**src/rtl/kfd_pkg.sv**
```systemverilog
`timescale 1ns / 1ps

package kfd_pkg;

  localparam int MAX_FRAME_BYTES_DEF = 1024;

  localparam int BYTE_W = 8;
  localparam int NIB_W  = 4;
  localparam int LEN_W  = 11;
  localparam int KIND_W = 2;

  localparam logic [BYTE_W-1:0] FEND  = 8'hC0;
  localparam logic [BYTE_W-1:0] FESC  = 8'hDB;
  localparam logic [BYTE_W-1:0] TFEND = 8'hDC;
  localparam logic [BYTE_W-1:0] TFESC = 8'hDD;

  localparam logic [LEN_W-1:0] LEN_MAX = {LEN_W{1'b1}};

  typedef enum logic [1:0] {
    PH_IDLE       = 2'd0,
    PH_AFTER_FEND = 2'd1,
    PH_DATA       = 2'd2,
    PH_ESCAPE     = 2'd3
  } phase_t;

  typedef enum logic [KIND_W-1:0] {
    EV_DATA  = 2'd0,
    EV_DONE  = 2'd1,
    EV_ABORT = 2'd2
  } event_t;

endpackage

```
**src/rtl/kfd_in_if.sv**
```systemverilog
`timescale 1ns / 1ps

interface kfd_in_if import kfd_pkg::*; ();
  logic              valid;
  logic              ready;
  logic [BYTE_W-1:0] rx_byte;

  modport source (output valid, output rx_byte, input ready);
  modport sink   (input valid, input rx_byte, output ready);
endinterface

```
**src/rtl/kfd_out_if.sv**
```systemverilog
`timescale 1ns / 1ps

interface kfd_out_if import kfd_pkg::*; ();
  logic              valid;
  logic              ready;
  logic [KIND_W-1:0] event_kind;
  logic [BYTE_W-1:0] data_byte;
  logic [NIB_W-1:0]  port_number;
  logic [NIB_W-1:0]  command_code;
  logic [LEN_W-1:0]  frame_length;
  logic              truncated;

  modport source (
    output valid, output event_kind, output data_byte, output port_number,
    output command_code, output frame_length, output truncated, input ready
  );
  modport sink (
    input valid, input event_kind, input data_byte, input port_number,
    input command_code, input frame_length, input truncated, output ready
  );
endinterface

```
**src/rtl/kiss_frame_deframer.sv**
```systemverilog
`timescale 1ns / 1ps

// channel   | dir | handshake       | payload
// ----------+-----+-----------------+-----------------------------------------------
// in_ch     | in  | valid / ready   | rx_byte
// out_ch    | out | valid / ready   | event_kind, data_byte, port_number,
//           |     |                 | command_code, frame_length, truncated
//
// one byte per cycle unless a stalled output holds back an event byte: a transferred
// byte sits in the input register, is decoded against the phase there and its
// event (if any) is loaded into the output register when that stage advances
// synchronous active-low reset returns to idle with an empty frame
// a stalled output blocks only bytes that produce an event; bytes without an
// event keep flowing into the phase logic while the output register waits

module kiss_frame_deframer import kfd_pkg::*; #(
  parameter int MAX_FRAME_BYTES = MAX_FRAME_BYTES_DEF
) (
  input  logic      clk,
  input  logic      rst_n,
  kfd_in_if.sink    in_ch,
  kfd_out_if.source out_ch
);

  localparam int CNT_W  = $clog2(MAX_FRAME_BYTES + 1);
  localparam int WIDE_W = (CNT_W > LEN_W) ? CNT_W : LEN_W;

  // input register
  logic              in_valid_r;
  logic [BYTE_W-1:0] in_byte_r;

  // deframer state
  phase_t            phase_r, phase_nxt;
  logic [NIB_W-1:0]  port_r, port_nxt;
  logic [NIB_W-1:0]  cmd_r, cmd_nxt;
  logic [CNT_W-1:0]  cnt_r, cnt_nxt;
  logic              ovf_r, ovf_nxt;

  // result of the current byte
  logic              res_valid;
  event_t            res_kind;
  logic [BYTE_W-1:0] res_byte;
  logic [CNT_W-1:0]  res_cnt;
  logic [WIDE_W-1:0] res_len_wide;
  logic [LEN_W-1:0]  res_len;

  logic              is_payload;
  logic [BYTE_W-1:0] payload;
  logic              room;
  logic              stage_adv;

  // output register
  logic              out_valid_r;
  event_t            out_kind_r;
  logic [BYTE_W-1:0] out_byte_r;
  logic [NIB_W-1:0]  out_port_r;
  logic [NIB_W-1:0]  out_cmd_r;
  logic [LEN_W-1:0]  out_len_r;
  logic              out_trunc_r;

  assign stage_adv   = in_valid_r && (!res_valid || !out_valid_r || out_ch.ready);
  assign in_ch.ready = !in_valid_r || stage_adv;

  always_ff @(posedge clk) begin
    if (!rst_n) begin
      in_valid_r <= 1'b0;
    end else if (in_ch.ready) begin
      in_valid_r <= in_ch.valid;
    end
  end

  always_ff @(posedge clk) begin
    if (in_ch.ready && in_ch.valid) begin
      in_byte_r <= in_ch.rx_byte;
    end
  end

  // next phase
  always_comb begin
    phase_nxt = phase_r;
    unique case (phase_r)
      PH_IDLE: begin
        if (in_byte_r == FEND) phase_nxt = PH_AFTER_FEND;
      end
      PH_AFTER_FEND: begin
        if (in_byte_r != FEND) phase_nxt = PH_DATA;
      end
      PH_DATA: begin
        if (in_byte_r == FEND) begin
          phase_nxt = PH_IDLE;
        end else if (in_byte_r == FESC) begin
          phase_nxt = PH_ESCAPE;
        end
      end
      PH_ESCAPE: begin
        if (in_byte_r == TFEND || in_byte_r == TFESC) begin
          phase_nxt = PH_DATA;
        end else begin
          phase_nxt = PH_IDLE;
        end
      end
      default: phase_nxt = PH_IDLE;
    endcase
  end

  // payload recovery, counters and result
  always_comb begin
    is_payload = 1'b0;
    payload    = in_byte_r;
    if (phase_r == PH_DATA) begin
      is_payload = (in_byte_r != FEND) && (in_byte_r != FESC);
    end else if (phase_r == PH_ESCAPE) begin
      if (in_byte_r == TFEND) begin
        is_payload = 1'b1;
        payload    = FEND;
      end else if (in_byte_r == TFESC) begin
        is_payload = 1'b1;
        payload    = FESC;
      end
    end

    room = cnt_r < CNT_W'(MAX_FRAME_BYTES);

    port_nxt  = port_r;
    cmd_nxt   = cmd_r;
    cnt_nxt   = cnt_r;
    ovf_nxt   = ovf_r;
    res_valid = 1'b0;
    res_kind  = EV_DATA;
    res_byte  = '0;
    res_cnt   = cnt_r;

    if (phase_r == PH_IDLE && in_byte_r == FEND) begin
      cnt_nxt = '0;
      ovf_nxt = 1'b0;
    end
    if (phase_r == PH_AFTER_FEND && in_byte_r != FEND) begin
      port_nxt = in_byte_r[BYTE_W-1 -: NIB_W];
      cmd_nxt  = in_byte_r[NIB_W-1:0];
    end
    if (is_payload) begin
      if (room) begin
        cnt_nxt   = cnt_r + 1'b1;
        res_cnt   = cnt_r + 1'b1;
        res_valid = 1'b1;
        res_kind  = EV_DATA;
        res_byte  = payload;
      end else begin
        ovf_nxt = 1'b1;
      end
    end
    if (phase_r == PH_DATA && in_byte_r == FEND && cnt_r != '0) begin
      res_valid = 1'b1;
      res_kind  = EV_DONE;
    end
    if (phase_r == PH_ESCAPE && !is_payload) begin
      res_valid = 1'b1;
      res_kind  = EV_ABORT;
    end

    // frame_length saturates at the field's maximum
    res_len_wide = WIDE_W'(res_cnt);
    if (res_len_wide > WIDE_W'(LEN_MAX)) begin
      res_len = LEN_MAX;
    end else begin
      res_len = LEN_W'(res_len_wide);
    end
  end

  always_ff @(posedge clk) begin
    if (!rst_n) begin
      phase_r <= PH_IDLE;
      port_r  <= '0;
      cmd_r   <= '0;
      cnt_r   <= '0;
      ovf_r   <= 1'b0;
    end else if (stage_adv) begin
      phase_r <= phase_nxt;
      port_r  <= port_nxt;
      cmd_r   <= cmd_nxt;
      cnt_r   <= cnt_nxt;
      ovf_r   <= ovf_nxt;
    end
  end

  always_ff @(posedge clk) begin
    if (!rst_n) begin
      out_valid_r <= 1'b0;
    end else if (stage_adv && res_valid) begin
      out_valid_r <= 1'b1;
    end else if (out_ch.ready) begin
      out_valid_r <= 1'b0;
    end
  end

  always_ff @(posedge clk) begin
    if (stage_adv && res_valid) begin
      out_kind_r  <= res_kind;
      out_byte_r  <= res_byte;
      out_port_r  <= port_r;
      out_cmd_r   <= cmd_r;
      out_len_r   <= res_len;
      out_trunc_r <= ovf_r;
    end
  end

  assign out_ch.valid        = out_valid_r;
  assign out_ch.event_kind   = out_kind_r;
  assign out_ch.data_byte    = out_byte_r;
  assign out_ch.port_number  = out_port_r;
  assign out_ch.command_code = out_cmd_r;
  assign out_ch.frame_length = out_len_r;
  assign out_ch.truncated    = out_trunc_r;

endmodule
```
**src/flat_wrapper.sv**
```systemverilog
// flat-port wrapper written by rule: the top's interface ports become plain ports
module kiss_frame_deframer_flat import kfd_pkg::*;
#(
  parameter int MAX_FRAME_BYTES = MAX_FRAME_BYTES_DEF
)
  (clk, rst_n, in_ch_valid, in_ch_rx_byte, in_ch_ready, out_ch_valid, out_ch_event_kind, out_ch_data_byte, out_ch_port_number, out_ch_command_code, out_ch_frame_length, out_ch_truncated, out_ch_ready);
  kfd_in_if in_ch_i ();
  kfd_out_if out_ch_i ();
  input  logic clk;
  input  logic rst_n;
  input wire logic [$bits(in_ch_i.valid)-1:0] in_ch_valid;
  input wire logic [$bits(in_ch_i.rx_byte)-1:0] in_ch_rx_byte;
  output wire logic [$bits(in_ch_i.ready)-1:0] in_ch_ready;
  output wire logic [$bits(out_ch_i.valid)-1:0] out_ch_valid;
  output wire logic [$bits(out_ch_i.event_kind)-1:0] out_ch_event_kind;
  output wire logic [$bits(out_ch_i.data_byte)-1:0] out_ch_data_byte;
  output wire logic [$bits(out_ch_i.port_number)-1:0] out_ch_port_number;
  output wire logic [$bits(out_ch_i.command_code)-1:0] out_ch_command_code;
  output wire logic [$bits(out_ch_i.frame_length)-1:0] out_ch_frame_length;
  output wire logic [$bits(out_ch_i.truncated)-1:0] out_ch_truncated;
  input wire logic [$bits(out_ch_i.ready)-1:0] out_ch_ready;
  assign in_ch_i.valid = in_ch_valid;
  assign in_ch_i.rx_byte = in_ch_rx_byte;
  assign in_ch_ready = in_ch_i.ready;
  assign out_ch_valid = out_ch_i.valid;
  assign out_ch_event_kind = out_ch_i.event_kind;
  assign out_ch_data_byte = out_ch_i.data_byte;
  assign out_ch_port_number = out_ch_i.port_number;
  assign out_ch_command_code = out_ch_i.command_code;
  assign out_ch_frame_length = out_ch_i.frame_length;
  assign out_ch_truncated = out_ch_i.truncated;
  assign out_ch_i.ready = out_ch_ready;
  kiss_frame_deframer #(.MAX_FRAME_BYTES(MAX_FRAME_BYTES)) u_core (.clk(clk), .rst_n(rst_n), .in_ch(in_ch_i), .out_ch(out_ch_i));
endmodule
```
**config.mk**
```make
export PLATFORM = sky130hd
export DESIGN_NAME = kiss_frame_deframer_flat
export DESIGN_NICKNAME = d
export VERILOG_FILES = /design/src/rtl/kfd_pkg.sv /design/src/rtl/kfd_in_if.sv /design/src/rtl/kfd_out_if.sv /design/src/rtl/kiss_frame_deframer.sv /design/src/flat_wrapper.sv
export SDC_FILE = /design/constraint.sdc
export NUM_CORES = 1
export LEC_CHECK = 0
export ABC_CLOCK_PERIOD_IN_PS = 8650
export BUFFER_PORTS_ARGS = -buffer_cell sky130_fd_sc_hd__buf_2
export CELL_PAD_IN_SITES_DETAIL_PLACEMENT = 2
export CELL_PAD_IN_SITES_GLOBAL_PLACEMENT = 2
export CORE_MARGIN = 2
export CORE_UTILIZATION = 39
export DETAILED_ROUTE_END_ITERATION = 10
export GPL_ROUTABILITY_DRIVEN = 1
export PLACE_DENSITY_LB_ADDON = 0.1
export SYNTH_ARGS = -nofsm -noshare
export SYNTH_HDL_FRONTEND = slang
export SYNTH_SLANG_ARGS = --single-unit
```
**constraint.sdc**
```tcl
create_clock -name clk -period 8.65 [get_ports clk]
set_input_delay 0.4325 -clock clk [delete_from_list [all_inputs] [get_ports clk]]
set_output_delay 0.4325 -clock clk [all_outputs]
set_load 0.03 [all_outputs]
```
==> flow_metrics.tcl <==
set metrics [dict create \
    min_to "u_core.in_byte_r[2]$_DFFE_PP_" \
    routability_cong 0.7719 \
    initial_core_util_pct 39.66 \
    synth_cells 227 \
    wirelength_microns 6598 \
    worst_clock_skew_ps 7.395 \
    drive_above_1_share_pct 24.09 \
    yosys_most_used_dff "sky130_fd_sc_hd__edfxtp_1" \
    post-cts-setup-buffers 0 \
    count_of_cell_types_in_the_netlist 42 \
    largest_net_degree_at_the_start_of_global_routing 23 \
    timing.max_slew.rel_slack_pct 41.16 \
    initial_detailed_routing_violation_count 72 \
    crit_required_ps 8620 \
    timing.critical_path.fanout_max 18 \
    cts_root_buffer "sky130_fd_sc_hd__clkbuf_8" \
    die_width_microns 86.67 \
    post_layout_min_period_ps 3445 \
    fp.coreArea_sq_mm 0.006719 \
    setup_viol_count_final 0 \
    synth-seq-area-share_pct 60.85 \
    synthMostInstantiatedCell "sky130_fd_sc_hd__edfxtp_1" \
    edff_count_synth 38 \
    finalSetupTns_ps 0 \
    max-clock-path-buffers 2 \
    worst_hold_startpoint "in_ch_rx_byte[2]" \
    cts_tree "done" \
    ys_ff_latch 62 \
    synth-async-reset-ratio_pct 0 \
    layout-area-overhead-vs-synth_pct 16.34 \
    synth_top_area_cell "sky130_fd_sc_hd__edfxtp_1" \
    count_of_nets_after_finishing 283 \
    stdcell_area_sq_mm 0.003100 \
    num_antenna_cells 0 \
    clock-sinks 62 \
    critical_path.reg2reg.endpoint "u_core.in_byte_r[4]$_DFFE_PP_" \
    std_cell_rows 30 \
    worstSetupStartpointType "flip-flop" \
    worstRegToRegCells 5 \
    mappedNetlistArea_sq_mm 0.002665 \
    status "finished clean" \
    drt-pass1-iter-count 4 \
    dpl.hpwl_microns 4586 \
    avgRoutedWirePerCell_microns 18.64 \
    grt.total_usage_pct 19.59 \
    maxCapViolCount 0 \
    min_delay_path_depth 1 \
    timing_hold_violations_final 0 \
    grt_pass1_wl_microns 11060 \
    number_of_antenna_violations_at_the_first_check_in_global_routing 0 \
    die_h_microns 86.67 \
    syn-mean-instance-area_sq_um 11.74 \
    setup.worst_path.end_class "flip-flop" \
    r2r_setup_slack_ps 5200 \
    number_of_buffers_created_by_cts 9 \
    worst-slew-pin-transition_ps 878.5 \
    post_synth_main_area_contributors "sky130_fd_sc_hd__edfxtp_1 43%, sky130_fd_sc_hd__dfxtp_1 18%, sky130_fd_sc_hd__mux2i_1 3.4%" \
    ys_warn_count 0 \
    hp-class "input pin to flip-flop" \
    power-per-cell-area_mw_per_mm2 184.2 \
    synthDominantCellAreaShare_pct 42.82 \
    clkTransAtPathRegs_ps 60 \
    critical_path.reg2reg.startpoint "u_core.in_byte_r[3]$_DFFE_PP_" \
    vias 1931 \
    floorplan.die_area_sq_mm 0.007511 \
    grt_overflow_total 0 \
    final.period_utilization_pct 39.83 \
    io_buffer_count 43 \
    finish.utilization_pct 46.15 \
    placed_area_sq_mm 0.002944 \
    grt_pass1_vias 2049 \
    clock_latency_ps 340 \
    static-leakage-power_nw 1.090 \
    floorplan.io_pins 44 \
    clock_tree.htree_level_count 3 \
    detail-route-antenna-nets 0 \
    crit_type "flip-flop to flip-flop" \
    vdd_drop_max_mv 0.1531 \
    route.detailed.drc 0 \
    cts.repair.resized 0 \
    post_cts_hold_buffer_count 0 \
    arrival_time_at_the_worst_endpoint_ps 3410 \
    synth_nets 241 \
    drv_slew 0 \
    fmax_mhz 290.2 \
    design_power_total_w 0.0005712 \
    routed_via_density 5.455 \
    synthTopCellsByCount "38 x sky130_fd_sc_hd__edfxtp_1, 24 x sky130_fd_sc_hd__dfxtp_1, 23 x sky130_fd_sc_hd__nor2_1" \
    rsz0062_at_grt "no" \
]
## state kept, by name (all words and copies together), names as in the netlist, 2 cells and up
| name | count |
|---|---|
| u_core.cmd_r | 4 |
| u_core.cnt_r | 11 |
| u_core.in_byte_r | 8 |
| u_core.out_ch.command_code | 4 |
| u_core.out_ch.data_byte | 8 |
| u_core.out_ch.event_kind | 2 |
| u_core.out_ch.frame_length | 11 |
| u_core.out_ch.port_number | 4 |
| u_core.phase_r | 2 |
| u_core.port_r | 4 |
## worst max-delay path: stages (launching register included)
cell	delay, ps
sky130_fd_sc_hd__edfxtp_1	450
sky130_fd_sc_hd__or4_4	580
sky130_fd_sc_hd__a2111oi_4	420
sky130_fd_sc_hd__o22ai_2	360
sky130_fd_sc_hd__or3_1	520
sky130_fd_sc_hd__a31oi_1	740
## metal layers
layer	GRT usage [%]	wire length (microns)	up-vias
li1	-	-	926
met1	26.71	3278	951
met2	30.56	3005	44
met3	5.238	233	10
met4	5.966	80	0
met5	0	0	-
## through the flow
step           hold slack, ps  worst slack, ps  cells
6_report                269.1             5205    354
3_3_place_gp            418.5             5314    338
5_1_grt                 251.0             4964    354
3_5_place_dp            419.1             5220    338
4_1_cts                 252.0             5170    354
2_1_floorplan           407.6             5208    227
## final cells by class
type,instances,area (sq um)
multi-input cells,143,962.2
flip-flops and latches,62,1622
clock buffers,10,127.6
fillers,684,3618
clock inverters,6,28.78
inverters,8,30.03
well taps,80,100.1
repair buffers,45,230.2
## report_power, final
| part | internal [W] | leakage, nW | switching [W] | total [W] |
|---|---|---|---|---|
| Clock | 0.000100 | 0.0786 | 0.000113 | 0.000213 |
| Sequential | 0.000318 | 0.542 | 0.00000555 | 0.000324 |
| Combinational | 0.0000104 | 0.470 | 0.0000233 | 0.0000337 |
| Total | 0.000429 | 1.09 | 0.000142 | 0.000571 |
## kinds of logic after synthesis
logic type,share of synthesized area (%)
buf+inv,3.146
compound gates,12.35
mux,3.380
xor+xnor,2.958
flops,60.84
simple gates,16.38
fa+ha+maj,0.9388
## cell usage in the layout (no fill, tap or decap), types with 3 or more instances in the layout
master,count
sky130_fd_sc_hd__nor2b_1,3
sky130_fd_sc_hd__nand2_1,15
sky130_fd_sc_hd__dfxtp_1,24
sky130_fd_sc_hd__o32ai_1,3
sky130_fd_sc_hd__xnor2_1,7
sky130_fd_sc_hd__clkbuf_8,9
sky130_fd_sc_hd__inv_1,8
sky130_fd_sc_hd__and2_1,5
sky130_fd_sc_hd__nor4_1,4
sky130_fd_sc_hd__nor2_1,23
sky130_fd_sc_hd__a21oi_1,10
sky130_fd_sc_hd__o41ai_2,3
sky130_fd_sc_hd__or3_1,3
sky130_fd_sc_hd__o211ai_1,3
sky130_fd_sc_hd__mux2i_1,9
sky130_fd_sc_hd__clkinv_1,3
sky130_fd_sc_hd__o21ai_0,7
sky130_fd_sc_hd__nor3_1,4
sky130_fd_sc_hd__nand4_1,5
sky130_fd_sc_hd__edfxtp_1,38
sky130_fd_sc_hd__buf_2,43
sky130_fd_sc_hd__or4_1,3
sky130_fd_sc_hd__nand2b_1,5
sky130_fd_sc_hd__nand3_1,5
## how the worst max path moves through the flow
stage / start / to / slack [ps] / cells past startpoint
2_1_floorplan: u_core.in_byte_r[3]$_DFFE_PP_ / u_core.out_ch.command_code[0]$_DFFE_PP_ / 5210 / 5
3_3_place_gp: u_core.in_byte_r[3]$_DFFE_PP_ / u_core.in_byte_r[0]$_DFFE_PP_ / 5310 / 5
3_5_place_dp: u_core.in_byte_r[3]$_DFFE_PP_ / u_core.in_byte_r[7]$_DFFE_PP_ / 5220 / 5
4_1_cts: u_core.in_byte_r[3]$_DFFE_PP_ / u_core.in_byte_r[4]$_DFFE_PP_ / 5170 / 5
5_1_grt: u_core.in_byte_r[3]$_DFFE_PP_ / u_core.in_byte_r[5]$_DFFE_PP_ / 4960 / 5
6_report: u_core.in_byte_r[3]$_DFFE_PP_ / u_core.in_byte_r[4]$_DFFE_PP_ / 5200 / 5
(Power assumes the default switching activity.)
